`src/rtl/i32alu_pkg.sv`:
```
// Shared types and command codes for the 32-bit expression ALU.
`timescale 1ns / 1ps
package i32alu_pkg;

	localparam int DataW = 32;

	// Command codes
	localparam logic [3:0] CMD_ADD  = 4'd0;
	localparam logic [3:0] CMD_SUB  = 4'd1;
	localparam logic [3:0] CMD_MUL  = 4'd2;
	localparam logic [3:0] CMD_DIV  = 4'd3;
	localparam logic [3:0] CMD_POW  = 4'd4;
	localparam logic [3:0] CMD_NEG  = 4'd5;
	localparam logic [3:0] CMD_ABS  = 4'd6;
	localparam logic [3:0] CMD_PLUS = 4'd7;
	localparam logic [3:0] CMD_EQ   = 4'd8;
	localparam logic [3:0] CMD_NE   = 4'd9;
	localparam logic [3:0] CMD_LT   = 4'd10;
	localparam logic [3:0] CMD_LE   = 4'd11;
	localparam logic [3:0] CMD_GT   = 4'd12;
	localparam logic [3:0] CMD_GE   = 4'd13;

	// Controller to datapath
	typedef struct packed {
		logic load;      // capture operands, set up the operation
		logic step;      // one iteration of divide or power
		logic finish;    // form the result into the output register
	} dp_cmd_t;

	// Datapath to controller
	typedef struct packed {
		logic iter_op;   // operation needs the iterative unit
		logic iter_done; // iterative unit has finished
	} dp_stat_t;

endpackage

```
`src/rtl/i32alu_dp.sv`:
```
// Datapath: operand registers, shared multiplier, shift-subtract divider, power loop.
`timescale 1ns / 1ps
module i32alu_dp (
	input  logic                  clk,
	input  logic                  arst_n,
	input  i32alu_pkg::dp_cmd_t   cmd,
	output i32alu_pkg::dp_stat_t  stat,
	input  logic [3:0]            in_command,
	input  logic [31:0]           in_a,
	input  logic [31:0]           in_b,
	output logic [31:0]           res_value,
	output logic                  res_status
);
	import i32alu_pkg::*;

	logic [3:0]  op_q;
	logic [31:0] a_q, b_q;
	logic        bad_q;      // div error or pow that yields zero
	logic [5:0]  cnt_q;
	// divider: remainder, quotient, divisor magnitude
	logic [31:0] rem_q, quo_q, dvs_q;
	logic        qneg_q;
	// power: accumulator, base square, exponent
	logic [31:0] acc_q, bas_q, exp_q;
	logic        phase_q;    // power does acc multiply then square on alternate steps

	logic [31:0] abs_a, abs_b;
	logic [32:0] rem_sh, rem_sub;
	logic [31:0] mul_x, mul_y, mul_p;
	logic        is_div, is_pow;

	assign abs_a  = in_a[31] ? (32'd0 - in_a) : in_a;
	assign abs_b  = in_b[31] ? (32'd0 - in_b) : in_b;
	assign is_div = (in_command == CMD_DIV);
	assign is_pow = (in_command == CMD_POW);

	// Shared 32x32 low-half multiplier
	always_comb begin
		mul_x = a_q;
		mul_y = b_q;
		if (op_q == CMD_POW) begin
			mul_x = phase_q ? bas_q : acc_q;
			mul_y = bas_q;
		end
	end
	assign mul_p = mul_x * mul_y;

	// One restoring divide step
	assign rem_sh  = {rem_q, quo_q[31]};
	assign rem_sub = rem_sh - {1'b0, dvs_q};

	assign stat.iter_op   = (op_q == CMD_DIV || op_q == CMD_POW) && !bad_q;
	assign stat.iter_done = (op_q == CMD_DIV) ? (cnt_q == 6'd32) : (exp_q == 32'd0);

	always_ff @(posedge clk or negedge arst_n) begin
		if (!arst_n) begin
			op_q <= CMD_ADD;
		end else if (cmd.load) begin
			op_q <= in_command;
		end
	end

	always_ff @(posedge clk) begin
		if (cmd.load) begin
			a_q     <= in_a;
			b_q     <= in_b;
			cnt_q   <= 6'd0;
			rem_q   <= 32'd0;
			quo_q   <= abs_a;
			dvs_q   <= abs_b;
			qneg_q  <= in_a[31] ^ in_b[31];
			acc_q   <= 32'd1;
			bas_q   <= in_a;
			exp_q   <= in_b;
			phase_q <= 1'b0;
			bad_q   <= (is_div && (in_b == 32'd0 ||
				(in_b == 32'hFFFF_FFFF && in_a == 32'h8000_0000))) ||
				(is_pow && (in_a == 32'd0 || in_b[31]));
		end else if (cmd.step) begin
			if (op_q == CMD_DIV) begin
				cnt_q <= cnt_q + 6'd1;
				if (!rem_sub[32]) begin
					rem_q <= rem_sub[31:0];
					quo_q <= {quo_q[30:0], 1'b1};
				end else begin
					rem_q <= rem_sh[31:0];
					quo_q <= {quo_q[30:0], 1'b0};
				end
			end else if (!phase_q) begin
				if (exp_q[0]) acc_q <= mul_p;
				phase_q <= 1'b1;
			end else begin
				bas_q   <= mul_p;
				exp_q   <= {1'b0, exp_q[31:1]};
				phase_q <= 1'b0;
			end
		end
	end

	// Result selection into the output register
	always_ff @(posedge clk) begin
		if (cmd.finish) begin
			res_status <= 1'b0;
			case (op_q)
				CMD_ADD:  res_value <= a_q + b_q;
				CMD_SUB:  res_value <= a_q - b_q;
				CMD_MUL:  res_value <= mul_p;
				CMD_DIV: begin
					res_status <= bad_q;
					res_value  <= bad_q ? 32'd0 : (qneg_q ? 32'd0 - quo_q : quo_q);
				end
				CMD_POW:  res_value <= bad_q ? 32'd0 : acc_q;
				CMD_NEG:  res_value <= 32'd0 - a_q;
				CMD_ABS:  res_value <= a_q[31] ? 32'd0 - a_q : a_q;
				CMD_PLUS: res_value <= a_q;
				CMD_EQ:   res_value <= {31'd0, a_q == b_q};
				CMD_NE:   res_value <= {31'd0, a_q != b_q};
				CMD_LT:   res_value <= {31'd0, $signed(a_q) <  $signed(b_q)};
				CMD_LE:   res_value <= {31'd0, $signed(a_q) <= $signed(b_q)};
				CMD_GT:   res_value <= {31'd0, $signed(a_q) >  $signed(b_q)};
				CMD_GE:   res_value <= {31'd0, $signed(a_q) >= $signed(b_q)};
				default:  res_value <= 32'd0;
			endcase
		end
	end
endmodule

```
`src/rtl/i32alu_ctrl.sv`:
```
// Controller: sequences load, iteration and result hand-off.
`timescale 1ns / 1ps
module i32alu_ctrl (
	input  logic                  clk,
	input  logic                  arst_n,
	input  logic                  in_valid,
	output logic                  in_ready,
	output logic                  out_valid,
	input  logic                  out_ready,
	output i32alu_pkg::dp_cmd_t   cmd,
	input  i32alu_pkg::dp_stat_t  stat
);
	import i32alu_pkg::*;

	localparam logic [1:0] ST_IDLE = 2'd0;
	localparam logic [1:0] ST_DISP = 2'd1;
	localparam logic [1:0] ST_ITER = 2'd2;
	localparam logic [1:0] ST_FIN  = 2'd3;

	logic [1:0] state_q;
	logic       out_valid_q;

	// Accept while idle; output register may still hold a result
	assign in_ready   = (state_q == ST_IDLE);
	assign out_valid  = out_valid_q;
	assign cmd.load   = in_valid && in_ready;
	assign cmd.step   = (state_q == ST_ITER) && !stat.iter_done;
	assign cmd.finish = (state_q == ST_FIN) && (!out_valid_q || out_ready);

	always_ff @(posedge clk or negedge arst_n) begin
		if (!arst_n) begin
			state_q     <= ST_IDLE;
			out_valid_q <= 1'b0;
		end else begin
			if (cmd.finish)
				out_valid_q <= 1'b1;
			else if (out_ready)
				out_valid_q <= 1'b0;
			case (state_q)
				ST_IDLE: if (cmd.load) state_q <= ST_DISP;
				ST_DISP: state_q <= stat.iter_op ? ST_ITER : ST_FIN;
				ST_ITER: if (stat.iter_done) state_q <= ST_FIN;
				ST_FIN:  if (cmd.finish) state_q <= ST_IDLE;
				default: state_q <= ST_IDLE;
			endcase
		end
	end
endmodule

```
`src/rtl/int32_expression_alu_unit.sv`:
```
// Top level of the 32-bit integer expression ALU.
//
//  channel | direction | tdata (low bit up)                        | tuser/tlast
//  s_axis  | in        | command[3:0], operand_a[35:4], b[67:36]  | none
//  m_axis  | out       | value[31:0], status[32], zero pad to 40  | none
//
// Simple ops go from accept via dispatch to the finish state; a new request is
// taken only back in idle. Divide runs 32 shift-subtract steps; power runs one
// multiply and one square per exponent bit up to its top set bit, on the shared
// multiplier. Divide errors, zero base and negative exponent skip the loop.
// Reset clears the controller and the output valid flag.
// A stalled result is held in the output register; a new request is taken
// meanwhile and waits in the last stage until the register frees.
`timescale 1ns / 1ps
module int32_expression_alu_unit (
	input  logic        clk,
	input  logic        arst_n,
	input  logic        s_axis_tvalid,
	output logic        s_axis_tready,
	input  logic [71:0] s_axis_tdata,  // command, operand_a, operand_b, pad
	output logic        m_axis_tvalid,
	input  logic        m_axis_tready,
	output logic [39:0] m_axis_tdata   // value, status, pad
);
	import i32alu_pkg::*;

	dp_cmd_t    cmd;
	dp_stat_t   stat;
	logic [31:0] res_value;
	logic        res_status;

	i32alu_ctrl u_ctrl (
		.clk       (clk),
		.arst_n    (arst_n),
		.in_valid  (s_axis_tvalid),
		.in_ready  (s_axis_tready),
		.out_valid (m_axis_tvalid),
		.out_ready (m_axis_tready),
		.cmd       (cmd),
		.stat      (stat)
	);

	i32alu_dp u_dp (
		.clk        (clk),
		.arst_n     (arst_n),
		.cmd        (cmd),
		.stat       (stat),
		.in_command (s_axis_tdata[3:0]),
		.in_a       (s_axis_tdata[35:4]),
		.in_b       (s_axis_tdata[67:36]),
		.res_value  (res_value),
		.res_status (res_status)
	);

	assign m_axis_tdata = {7'd0, res_status, res_value};
endmodule

```
`config.mk`:
```
export PLATFORM = sky130hd
export DESIGN_NAME = int32_expression_alu_unit
export DESIGN_NICKNAME = d
export VERILOG_FILES = /design/src/rtl/i32alu_pkg.sv /design/src/rtl/i32alu_dp.sv /design/src/rtl/i32alu_ctrl.sv /design/src/rtl/int32_expression_alu_unit.sv
export SDC_FILE = /design/constraint.sdc
export NUM_CORES = 2
export LEC_CHECK = 0
export BUFFER_PORTS_ARGS = -buffer_cell sky130_fd_sc_hd__buf_2
export CAP_MARGIN = 20
export CORE_MARGIN = 2
export CORE_UTILIZATION = 45
export CTS_BUF_LIST = sky130_fd_sc_hd__clkbuf_4 sky130_fd_sc_hd__clkbuf_8 sky130_fd_sc_hd__clkbuf_16
export DETAILED_ROUTE_END_ITERATION = 8
export GPL_TIMING_DRIVEN = 0
export SETUP_SLACK_MARGIN = 0.5
export SYNTH_ARGS = -nofsm -noshare
export SYNTH_HDL_FRONTEND = slang
export SYNTH_SLANG_ARGS = --single-unit
```
`constraint.sdc`:
```
create_clock -name clk -period 8.96 [get_ports clk]
set_clock_uncertainty 0.1 [all_clocks]
set_input_delay 2.688 -clock clk [delete_from_list [all_inputs] [get_ports clk]]
set_output_delay 2.688 -clock clk [all_outputs]
set_load 0.01 [all_outputs]
```
==> results_dict.tcl <==
set metrics [dict create \
    outcome "completed" \
    wl_mm 160 \
    numClockSinks 304 \
    synth_seq_cells 304 \
    synth.most_common_cell "nand2_1" \
    critical-path-max-stage-delay_ns 0.59 \
    utilization_pct 54.7 \
    max_freq_mhz 112 \
    coreArea_um2 80700 \
    detail_route.first_pass.iterations 8 \
    num_vias 35000 \
    start_kind "flip-flop" \
    clkLatencyLatePin_ns 0.60 \
    cp_max_fo 8 \
    avgSynthCellArea_um2 8.68 \
    gr-total-overflow 0 \
    ant_nets 0 \
    first_iter_violations 4774 \
    final_max_slew_viol_count 0 \
    die_y_um 290 \
    synth_top_area_share_pct 22.4 \
    n_fill_cell 7509 \
    arrival_ns 9.18 \
    setup_viol 0 \
    wl_per_cell_um 28.3 \
    clockBufferDepth 3 \
    yosys_warnings 0 \
    synth_top_flop_cell "edfxtp_1" \
    antenna_found_initial 10 \
    multi_input_area_um2 27400 \
    synth_edf_count 226 \
    period_minus_slack_ns 8.96 \
    drv_cap 0 \
    track_usage_pct 37.2 \
    grt_max_degree 59 \
    vias_per_cell 6.16 \
    cp_data_required_time_ns 9.18 \
    start_util_pct 45.6 \
    drc 0 \
    timing.reg2reg.setup_slack_ns 0.005 \
    cts_buffers 39 \
    hold_viol_final 0 \
    layout.cells.non_filler 5674 \
    port_buffers 106 \
    maxSlewHeadroom_pct 19.2 \
    postSynthCellCount 4236 \
    grt_pass1_wl_mm 228 \
    yosysTopAreaCell "fa_1" \
    netlist_top_cells_count "568 x nand2_1, 515 x nor2_1, 513 x inv_1, 411 x fa_1, 230 x ha_1" \
    finalCritPeriodShare_pct 99.9 \
    synth_area_leaders "fa_1 22%, edfxtp_1 18%, ha_1 7.8%" \
    io_pins 118 \
    ff_latch_area_um2 8390 \
    dp_hpwl_mm 126 \
    nNetsFinal 5295 \
    htreeDepth 2 \
    slowest_stage "fa_2" \
    globalplace.congestion 1.07 \
    ys_types 85 \
    num_rows 104 \
    grt_pass1_vias 33500 \
    cts_tree "done" \
    dp_cells 5430 \
    rsz0062_at_grt "yes" \
    chipWidth_um 290 \
    syn_to_final_growth_pct 20.1 \
    hold_path_class "flip-flop to flip-flop" \
    endpoint_kind "flip-flop" \
    tightest_slew_ns 1.21 \
    syn_area_um2 36800 \
    clk_pin_slew_worst_paths_ns 0.06 \
    cts-root-buf "clkbuf_16" \
    drive_gt1_share_pct 17.4 \
    fp.dieArea_um2 84100 \
    synthArstFlopShare_pct 2.30 \
    crit_type "flip-flop to flip-flop" \
    yosysSeqAreaShare_pct 22.8 \
]
## timing repair
item | CTS | global route
gates cloned | 1 | 3
gates resized for setup | 354 | 237
buffers inserted | 99 | 64
pin swaps | 91 | 150
endpoints found under the setup margin | 72 | 48
hold buffers | 0 | 0
## flip-flops by register name, indices dropped and copies added (netlist names), 31 cells and up
register        flops
u_dp.a_q           32
u_dp.acc_q         32
u_dp.b_q           31
u_dp.bas_q         32
u_dp.dvs_q         32
u_dp.exp_q         32
u_dp.quo_q         32
u_dp.rem_q         32
u_dp.res_value     32
## final timing paths
path                       depth (start not counted)     startpoint            endpoint
setup / recovery                                  33   u_dp.op_q[1]  u_dp.res_value[29]
min in group asynchronous                          1         arst_n        u_dp.op_q[1]
setup reg to reg                                  33   u_dp.op_q[1]  u_dp.res_value[29]
hold reg to reg                                    2  u_dp.acc_q[7]       u_dp.acc_q[7]
hold / removal                                     2  u_dp.acc_q[7]       u_dp.acc_q[7]
max in group asynchronous                          1         arst_n        u_dp.op_q[0]
## per-layer routing
metal	up-vias	share of wire, %	GRT usage (%)
met5	-	0.10	0
met4	8	6.9	20.2
met3	578	13	10.9
met2	2294	43	55.8
met1	17200	37	48.3
li1	14900	-	-
## placed cells by master, fill, tap and decap left out, types with 29 or more instances in the layout
cell type / n
o31ai_1: 37
buf_2: 116
a21o_1: 48
xor2_1: 74
ha_1: 198
nand2b_1: 32
a21oi_1: 168
or2_2: 29
inv_1: 492
buf_4: 145
fa_2: 45
buf_6: 37
dfxtp_1: 71
edfxtp_1: 226
clkbuf_16: 53
o21ai_0: 186
fa_1: 366
mux2i_1: 62
xnor2_1: 141
clkbuf_1: 109
nand2_1: 547
nor3_1: 58
ha_4: 30
o21bai_1: 29
nand3_1: 47
nor2_1: 497
## stage by stage
stage | TNS (ns) | area [um^2] | setup slack [ns] | hold slack (ns)
6_report | 0 | 44200 | 0.00466 | 0.383
5_1_grt | -0.257 | 44200 | -0.103 | 0.405
4_1_cts | 0 | 42700 | 0.0492 | 0.380
3_5_place_dp | -88.92 | 39100 | -2.48 | 0.372
3_3_place_gp | -151.98 | 38700 | -3.11 | 0.365
2_1_floorplan | 0 | 36900 | 0.478 | 0.346
## cell families (layout without fill, tap and decap cells)
| group | after synthesis | in the layout | share of synthesized area [%] |
|---|---|---|---|
| flip-flops | 304 | 304 | 22.8 |
| other | 1 | 13 | 0.0102 |
| AND/OR/NAND/NOR | 1426 | 1426 | 16.8 |
| multiplexers | 97 | 97 | 2.72 |
| adder cells (fa/ha/maj) | 641 | 641 | 30.2 |
| buffers and inverters | 722 | 1088 | 7.50 |
| XOR/XNOR | 230 | 230 | 5.55 |
| AO/OA/AOI/OAI | 815 | 815 | 14.4 |
## area by class of cell
cell class | instances | share of cell area (%)
sequential | 304 | 19.0
clock buffer | 53 | 2.64
buffer | 208 | 3.12
antenna | 6 | 0.0340
tap | 1060 | 3.00
multi-input combinational | 3216 | 62.0
inverter | 514 | 4.38
timing repair buffer | 295 | 5.51
clock inverter | 18 | 0.329
## worst max-delay path, delay by kind of cell (launching register included)
| family | cells | cell delay (ns) |
|---|---|---|
| adder cells (fa/ha/maj) | 9 | 4.09 |
| buffers and inverters | 11 | 1.47 |
| flip-flops | 1 | 0.45 |
| AND/OR/NAND/NOR | 5 | 1.08 |
| AO/OA/AOI/OAI | 7 | 1.25 |
| XOR/XNOR | 1 | 0.21 |
Power is left out: the tool's default activity adds up to more than one toggle a clock period on the data nets, which glitch-free logic cannot reach.
